===== src/hw/rtl/stwa_pkg.sv =====
// ----------------------------------------------------------------------------
// Session table package
// Shared types and constants for the session table with aging.
// ----------------------------------------------------------------------------
`default_nettype none
package stwa_pkg;
   typedef enum logic [2:0] {
      MODE_LOAD  = 3'd0,
      MODE_FIND  = 3'd1,
      MODE_READ  = 3'd2,
      MODE_TICK  = 3'd3,
      MODE_FREE  = 3'd4,
      MODE_CLEAR = 3'd5,
      MODE_NOP6  = 3'd6,
      MODE_NOP7  = 3'd7
   } mode_type;

   localparam logic [1:0] ST_OK        = 2'd0;
   localparam logic [1:0] ST_BAD_ROW   = 2'd1;
   localparam logic [1:0] ST_BUSY      = 2'd2;
   localparam logic [1:0] ST_NOT_FOUND = 2'd3;

   localparam logic [15:0] RELOAD_RESET = 16'd255;
   localparam int          CSR_TIMEOUT_RELOAD = 0;

   typedef struct packed {
      mode_type    mode;
      logic [6:0]  row;
      logic [95:0] src_id;
      logic [95:0] dst_id;
      logic [31:0] process_number;
      logic [7:0]  function_code;
      logic [15:0] data_length;
      logic [31:0] data_handle;
      logic        which_id;
   } cmd_type;

   typedef struct packed {
      logic [1:0]  status;
      logic [5:0]  row_out;
      logic [95:0] id;
   } rsp_type;

   typedef enum logic [2:0] {
      BE_IDLE  = 3'd0,
      BE_SCAN  = 3'd1,
      BE_WAIT  = 3'd2,
      BE_CHECK = 3'd3,
      BE_DONE  = 3'd4
   } be_state_type;
endpackage
`default_nettype wire


===== src/hw/rtl/stwa_if.sv =====
// ----------------------------------------------------------------------------
// Session table channel interfaces
// Valid/ready channels for requests and responses.
// ----------------------------------------------------------------------------
`default_nettype none
interface stwa_req_if;
   logic        valid;
   logic        ready;
   logic [2:0]  mode;
   logic [6:0]  row;
   logic [63:0] src_id_low;
   logic [31:0] src_id_high;
   logic [63:0] dst_id_low;
   logic [31:0] dst_id_high;
   logic [31:0] process_number;
   logic [7:0]  function_code;
   logic [15:0] data_length;
   logic [31:0] data_handle;
   logic        which_id;
   modport source(output valid, mode, row, src_id_low, src_id_high, dst_id_low,
      dst_id_high, process_number, function_code, data_length, data_handle,
      which_id, input ready);
   modport sink(input valid, mode, row, src_id_low, src_id_high, dst_id_low,
      dst_id_high, process_number, function_code, data_length, data_handle,
      which_id, output ready);
endinterface

`default_nettype wire


===== src/hw/rtl/stwa_front.sv =====
// ----------------------------------------------------------------------------
// Session table front end
// Accept request transactions and queue them for the back end.
// ----------------------------------------------------------------------------
`default_nettype none
module stwa_front
   import stwa_pkg::*;
(
   input  wire logic    clock,
   input  wire logic    reset,
   stwa_req_if.sink     req,
   output cmd_type      cmd,
   output logic         cmd_valid,
   input  wire logic    cmd_take
);
   // two-entry queue
   cmd_type    q_ff [2];
   cmd_type    q_in;
   logic       wp_ff, rp_ff;
   logic [1:0] cnt_ff;
   logic       push, pop;

   assign req.ready = (cnt_ff != 2'd2);
   assign push      = req.valid && req.ready;
   assign cmd_valid = (cnt_ff != 2'd0);
   assign pop       = cmd_valid && cmd_take;
   assign cmd       = q_ff[rp_ff];

   always_comb begin
      q_in.mode           = mode_type'(req.mode);
      q_in.row            = req.row;
      q_in.src_id         = {req.src_id_high, req.src_id_low};
      q_in.dst_id         = {req.dst_id_high, req.dst_id_low};
      q_in.process_number = req.process_number;
      q_in.function_code  = req.function_code;
      q_in.data_length    = req.data_length;
      q_in.data_handle    = req.data_handle;
      q_in.which_id       = req.which_id;
   end

   always_ff @(posedge clock) begin
      if (push) q_ff[wp_ff] <= q_in;
   end

   always_ff @(posedge clock) begin
      if (reset) begin
         wp_ff  <= 1'b0;
         rp_ff  <= 1'b0;
         cnt_ff <= 2'd0;
      end else begin
         if (push) wp_ff <= ~wp_ff;
         if (pop) rp_ff <= ~rp_ff;
         cnt_ff <= cnt_ff + {1'b0, push} - {1'b0, pop};
      end
   end
endmodule
`default_nettype wire


===== src/flat_wrapper.sv =====
// flat-port wrapper written by rule: the top's interface ports become plain ports
module stwa_front_flat import stwa_pkg::*;
  (clock, reset, cmd, cmd_valid, cmd_take, req_valid, req_mode, req_row, req_src_id_low, req_src_id_high, req_dst_id_low, req_dst_id_high, req_process_number, req_function_code, req_data_length, req_data_handle, req_which_id, req_ready);
  stwa_req_if req_i ();
  input  wire logic clock;
  input  wire logic reset;
  output cmd_type cmd;
  output logic cmd_valid;
  input  wire logic cmd_take;
  input wire logic [$bits(req_i.valid)-1:0] req_valid;
  input wire logic [$bits(req_i.mode)-1:0] req_mode;
  input wire logic [$bits(req_i.row)-1:0] req_row;
  input wire logic [$bits(req_i.src_id_low)-1:0] req_src_id_low;
  input wire logic [$bits(req_i.src_id_high)-1:0] req_src_id_high;
  input wire logic [$bits(req_i.dst_id_low)-1:0] req_dst_id_low;
  input wire logic [$bits(req_i.dst_id_high)-1:0] req_dst_id_high;
  input wire logic [$bits(req_i.process_number)-1:0] req_process_number;
  input wire logic [$bits(req_i.function_code)-1:0] req_function_code;
  input wire logic [$bits(req_i.data_length)-1:0] req_data_length;
  input wire logic [$bits(req_i.data_handle)-1:0] req_data_handle;
  input wire logic [$bits(req_i.which_id)-1:0] req_which_id;
  output wire logic [$bits(req_i.ready)-1:0] req_ready;
  assign req_i.valid = req_valid;
  assign req_i.mode = req_mode;
  assign req_i.row = req_row;
  assign req_i.src_id_low = req_src_id_low;
  assign req_i.src_id_high = req_src_id_high;
  assign req_i.dst_id_low = req_dst_id_low;
  assign req_i.dst_id_high = req_dst_id_high;
  assign req_i.process_number = req_process_number;
  assign req_i.function_code = req_function_code;
  assign req_i.data_length = req_data_length;
  assign req_i.data_handle = req_data_handle;
  assign req_i.which_id = req_which_id;
  assign req_ready = req_i.ready;
  stwa_front u_core (.clock(clock), .reset(reset), .req(req_i), .cmd(cmd), .cmd_valid(cmd_valid), .cmd_take(cmd_take));
endmodule

===== config.mk =====
export PLATFORM = sky130hd
export DESIGN_NAME = stwa_front_flat
export DESIGN_NICKNAME = d
export VERILOG_FILES = /design/src/hw/rtl/stwa_pkg.sv /design/src/hw/rtl/stwa_if.sv /design/src/hw/rtl/stwa_front.sv /design/src/flat_wrapper.sv
export SDC_FILE = /design/constraint.sdc
export NUM_CORES = 1
export LEC_CHECK = 0
export BUFFER_PORTS_ARGS = -buffer_cell sky130_fd_sc_hd__buf_2
export CAP_MARGIN = 20
export CORE_MARGIN = 5
export CORE_UTILIZATION = 35
export DETAILED_ROUTE_END_ITERATION = 12
export SYNTH_ARGS = -nofsm -noshare
export SYNTH_HDL_FRONTEND = slang
export SYNTH_SLANG_ARGS = --single-unit

===== constraint.sdc =====
create_clock -name clock -period 15.7 [get_ports clock]
set_clock_uncertainty 0.1 [all_clocks]
set_input_delay 0.785 -clock clock [delete_from_list [all_inputs] [get_ports clock]]
set_output_delay 0.785 -clock clock [all_outputs]
set_load 0.05 [all_outputs]

==> impl_metrics.env <==
export IMPL_mostFrequentLayoutCells="buf_2, edfxtp_1, mux2_2"
export IMPL_synth_top_family_by_area="multiplexers"
export IMPL_cts_root_buf="clkbuf_16"
export IMPL_status="finished, final reports clean"
export IMPL_p_per_area_nw_per_um2=194
export IMPL_synthSimpleGateAreaFrac=0.00350
export IMPL_switching_share=0.382
export IMPL_grt_max_degree=159
export IMPL_p_sw_w=0.00199
export IMPL_cts_tree="yes"
export IMPL_synthesis_area_um2=21400
export IMPL_clockBufferDepth=3
export IMPL_crit_path_end_kind="output pin"
export IMPL_rows=90
export IMPL_ys_types=19
export IMPL_seq_power_share=0.394
export IMPL_die_h_um=257
export IMPL_slowest_delay_ns=0.91
export IMPL_synth_compound_area_share=0.000584
export IMPL_multiInputGateArea_um2=3420
export IMPL_antenna_found_initial=14
export IMPL_syn_area_per_cell_um2=23.0
export IMPL_ctsHoldBuffers=0
export IMPL_hold_violations=0
export IMPL_fin_cells=2393
export IMPL_synth_fa_ha_area_frac=0.00117
export IMPL_synth_xor_area_share=0.000818
export IMPL_setup_viol=0
export IMPL_slew_headroom=0.0980
export IMPL_register_area_um2=17600
export IMPL_globalplace_congestion=0.746
export IMPL_synth_cells=932
export IMPL_worst_pin_slew_ns=1.35
export IMPL_vdd_drop_max_mv=0.145
export IMPL_layout_drive_gt1_share=0.605
export IMPL_p_leak_nw=9.86
export IMPL_gr_total_overflow=0
export IMPL_place_ws_ns=11.38
export IMPL_cp_start_kind="register"
export IMPL_path_buf_inv=2
export IMPL_wl_per_cell_um=20.2
export IMPL_cts_made_buffers=60
export IMPL_critical_path_cell_chain="buf_12 > mux2_2 > buf_2"
export IMPL_drc=0
export IMPL_die_w_um=257
export IMPL_setup_ws_ns=11.53
export IMPL_routed_wl_mm=48.4
export IMPL_nNetsFinal=1854
export IMPL_critPathKind="register to output pin"
export IMPL_dp_final_hpwl_mm=32.5
export IMPL_hold_path_class="primary input to register"
export IMPL_muxShareOfSynthArea=0.153
export IMPL_drt_iter0_drc=488
export IMPL_slowest_stage="dfxtp_4"
export IMPL_initial_utilization=0.354
export IMPL_syn_num_nets=1229
export IMPL_die_area_um2=66300
export IMPL_timing_fmax_mhz=240
export IMPL_yosysWarnings=0
export IMPL_path_delay_family="flip-flops"
export IMPL_utilization=0.444
export IMPL_cts_sinks=587
export IMPL_n_fill_cell=5321
export IMPL_internal_power_w=0.00322
export IMPL_fin_crit_sh=0.265
export IMPL_tns_ns=0
export IMPL_drv_cap=0
export IMPL_power_share_clock=0.252
export IMPL_grt_pass1_wl_mm=71.1
export IMPL_io_pins=588
export IMPL_track_usage=0.138
export IMPL_crit_required_ns=14.82
export IMPL_worstSkewPairLatency_ns=0.58
export IMPL_power_frac_comb=0.353
export IMPL_slew_violations=0
export IMPL_placed_cells=2277
export IMPL_coreArea_um2=60500
export IMPL_rsz0062_at_grt="false"
export IMPL_htree_levels=2
export IMPL_drt_vias_per_instance=4.57
export IMPL_synth_seq_cells=587
export IMPL_portBuffers=587
export IMPL_first_pass_iters=6
export IMPL_num_vias=10900
export IMPL_antenna_left=0
export IMPL_cts_setup_buffers=0
export IMPL_cts_resized=0
export IMPL_cts_clk_slew_worst_paths_ns=0.06
export IMPL_syn_to_final_growth_pct=25.3
export IMPL_grt_pass1_vias=11800
export IMPL_yosysSeqAreaShare=0.820
export IMPL_fin_crit_ns=4.17
export IMPL_crit_fanout=158
export IMPL_arrival_ns=3.28
export IMPL_layout_commonest_cell="buf_2"
cell type report:
class / instances / area share
Sequential cell: 587 / 0.655
Multi-Input combinational cell: 311 / 0.127
Timing Repair Buffer: 595 / 0.113
Clock buffer: 84 / 0.0623
Tap cell: 782 / 0.0364
Clock inverter: 24 / 0.00531
Antenna cell: 8 / 0.000746
Inverter: 2 / 0.000280
flip-flops by register name, indices dropped and copies added, names as in the netlist, named ones only:
| register | flops |
|---|---|
| u_core.cnt_ff | 2 |
| u_core.q_ff | 582 |
| u_core.rp_ff | 1 |
| u_core.wp_ff | 1 |
per-stage QoR:
step                      total power [W]  hold WS [ns]  cell area, µm²
after floorplan                   0.00364         0.371           21400
after detailed placement          0.00395         0.406           25000
after global placement            0.00394         0.397           25000
final                             0.00521         0.275           26800
after global routing              0.00542         0.234           26800
after CTS                         0.00528         0.219           26800
cells by family after synthesis:
| logic type | Yosys count |
|---|---|
| XOR/XNOR | 2 |
| AO/OA/AOI/OAI | 2 |
| AND/OR/NAND/NOR | 14 |
| flip-flops | 587 |
| adder cells (fa/ha/maj) | 2 |
| multiplexers | 291 |
| buffers and inverters | 34 |
routing by layer:
metal	up-vias	part of all wire	track usage
met2	397	0.51	0.241
met3	89	0.099	0.0589
li1	4986	-	-
met1	5452	0.37	0.154
met4	18	0.022	0.0417
met5	-	0.0023	0
cell usage after synthesis (all sizes together):
library cell | number | area share
xor2 | 1 | 0.00041
nor3 | 1 | 0.00023
clkbuf | 29 | 0.019
nor2 | 4 | 0.00070
o21ai | 1 | 0.00023
nor2b | 2 | 0.00058
buf | 3 | 0.0016
and3 | 1 | 0.00029
mux2 | 291 | 0.15
nand3 | 1 | 0.00023
dfxtp | 5 | 0.0047
inv | 2 | 0.00035
or2 | 1 | 0.00029
and2 | 2 | 0.00058
xnor2 | 1 | 0.00041
ha | 2 | 0.0012
edfxtp | 582 | 0.82
o21a | 1 | 0.00035
nand2b | 2 | 0.00058
power by group through the flow:
| stage | registers, W | logic (W) | clock network [W] |
|---|---|---|---|
| finish | 0.00205 | 0.00184 | 0.00131 |
| global route | 0.00207 | 0.00192 | 0.00143 |
| CTS | 0.00206 | 0.00187 | 0.00136 |
| detailed placement | 0.00209 | 0.00186 | 0 |
| global placement | 0.00208 | 0.00186 | 0 |
| floorplan | 0.00215 | 0.00149 | 0 |
worst paths after layout:
check	slack (ns)	from	cells after the start	endpoint
setup reg to reg	11.77	u_core.cnt_ff[0]	5	u_core.q_ff[0][102]
setup / recovery	11.53	register	3	cmd[106]
hold reg to reg	0.42	u_core.rp_ff	2	u_core.rp_ff
hold / removal	0.28	req_dst_id_low[58]	1	u_core.q_ff[1][147]
Note: power is estimated with default switching activity, not from simulation.
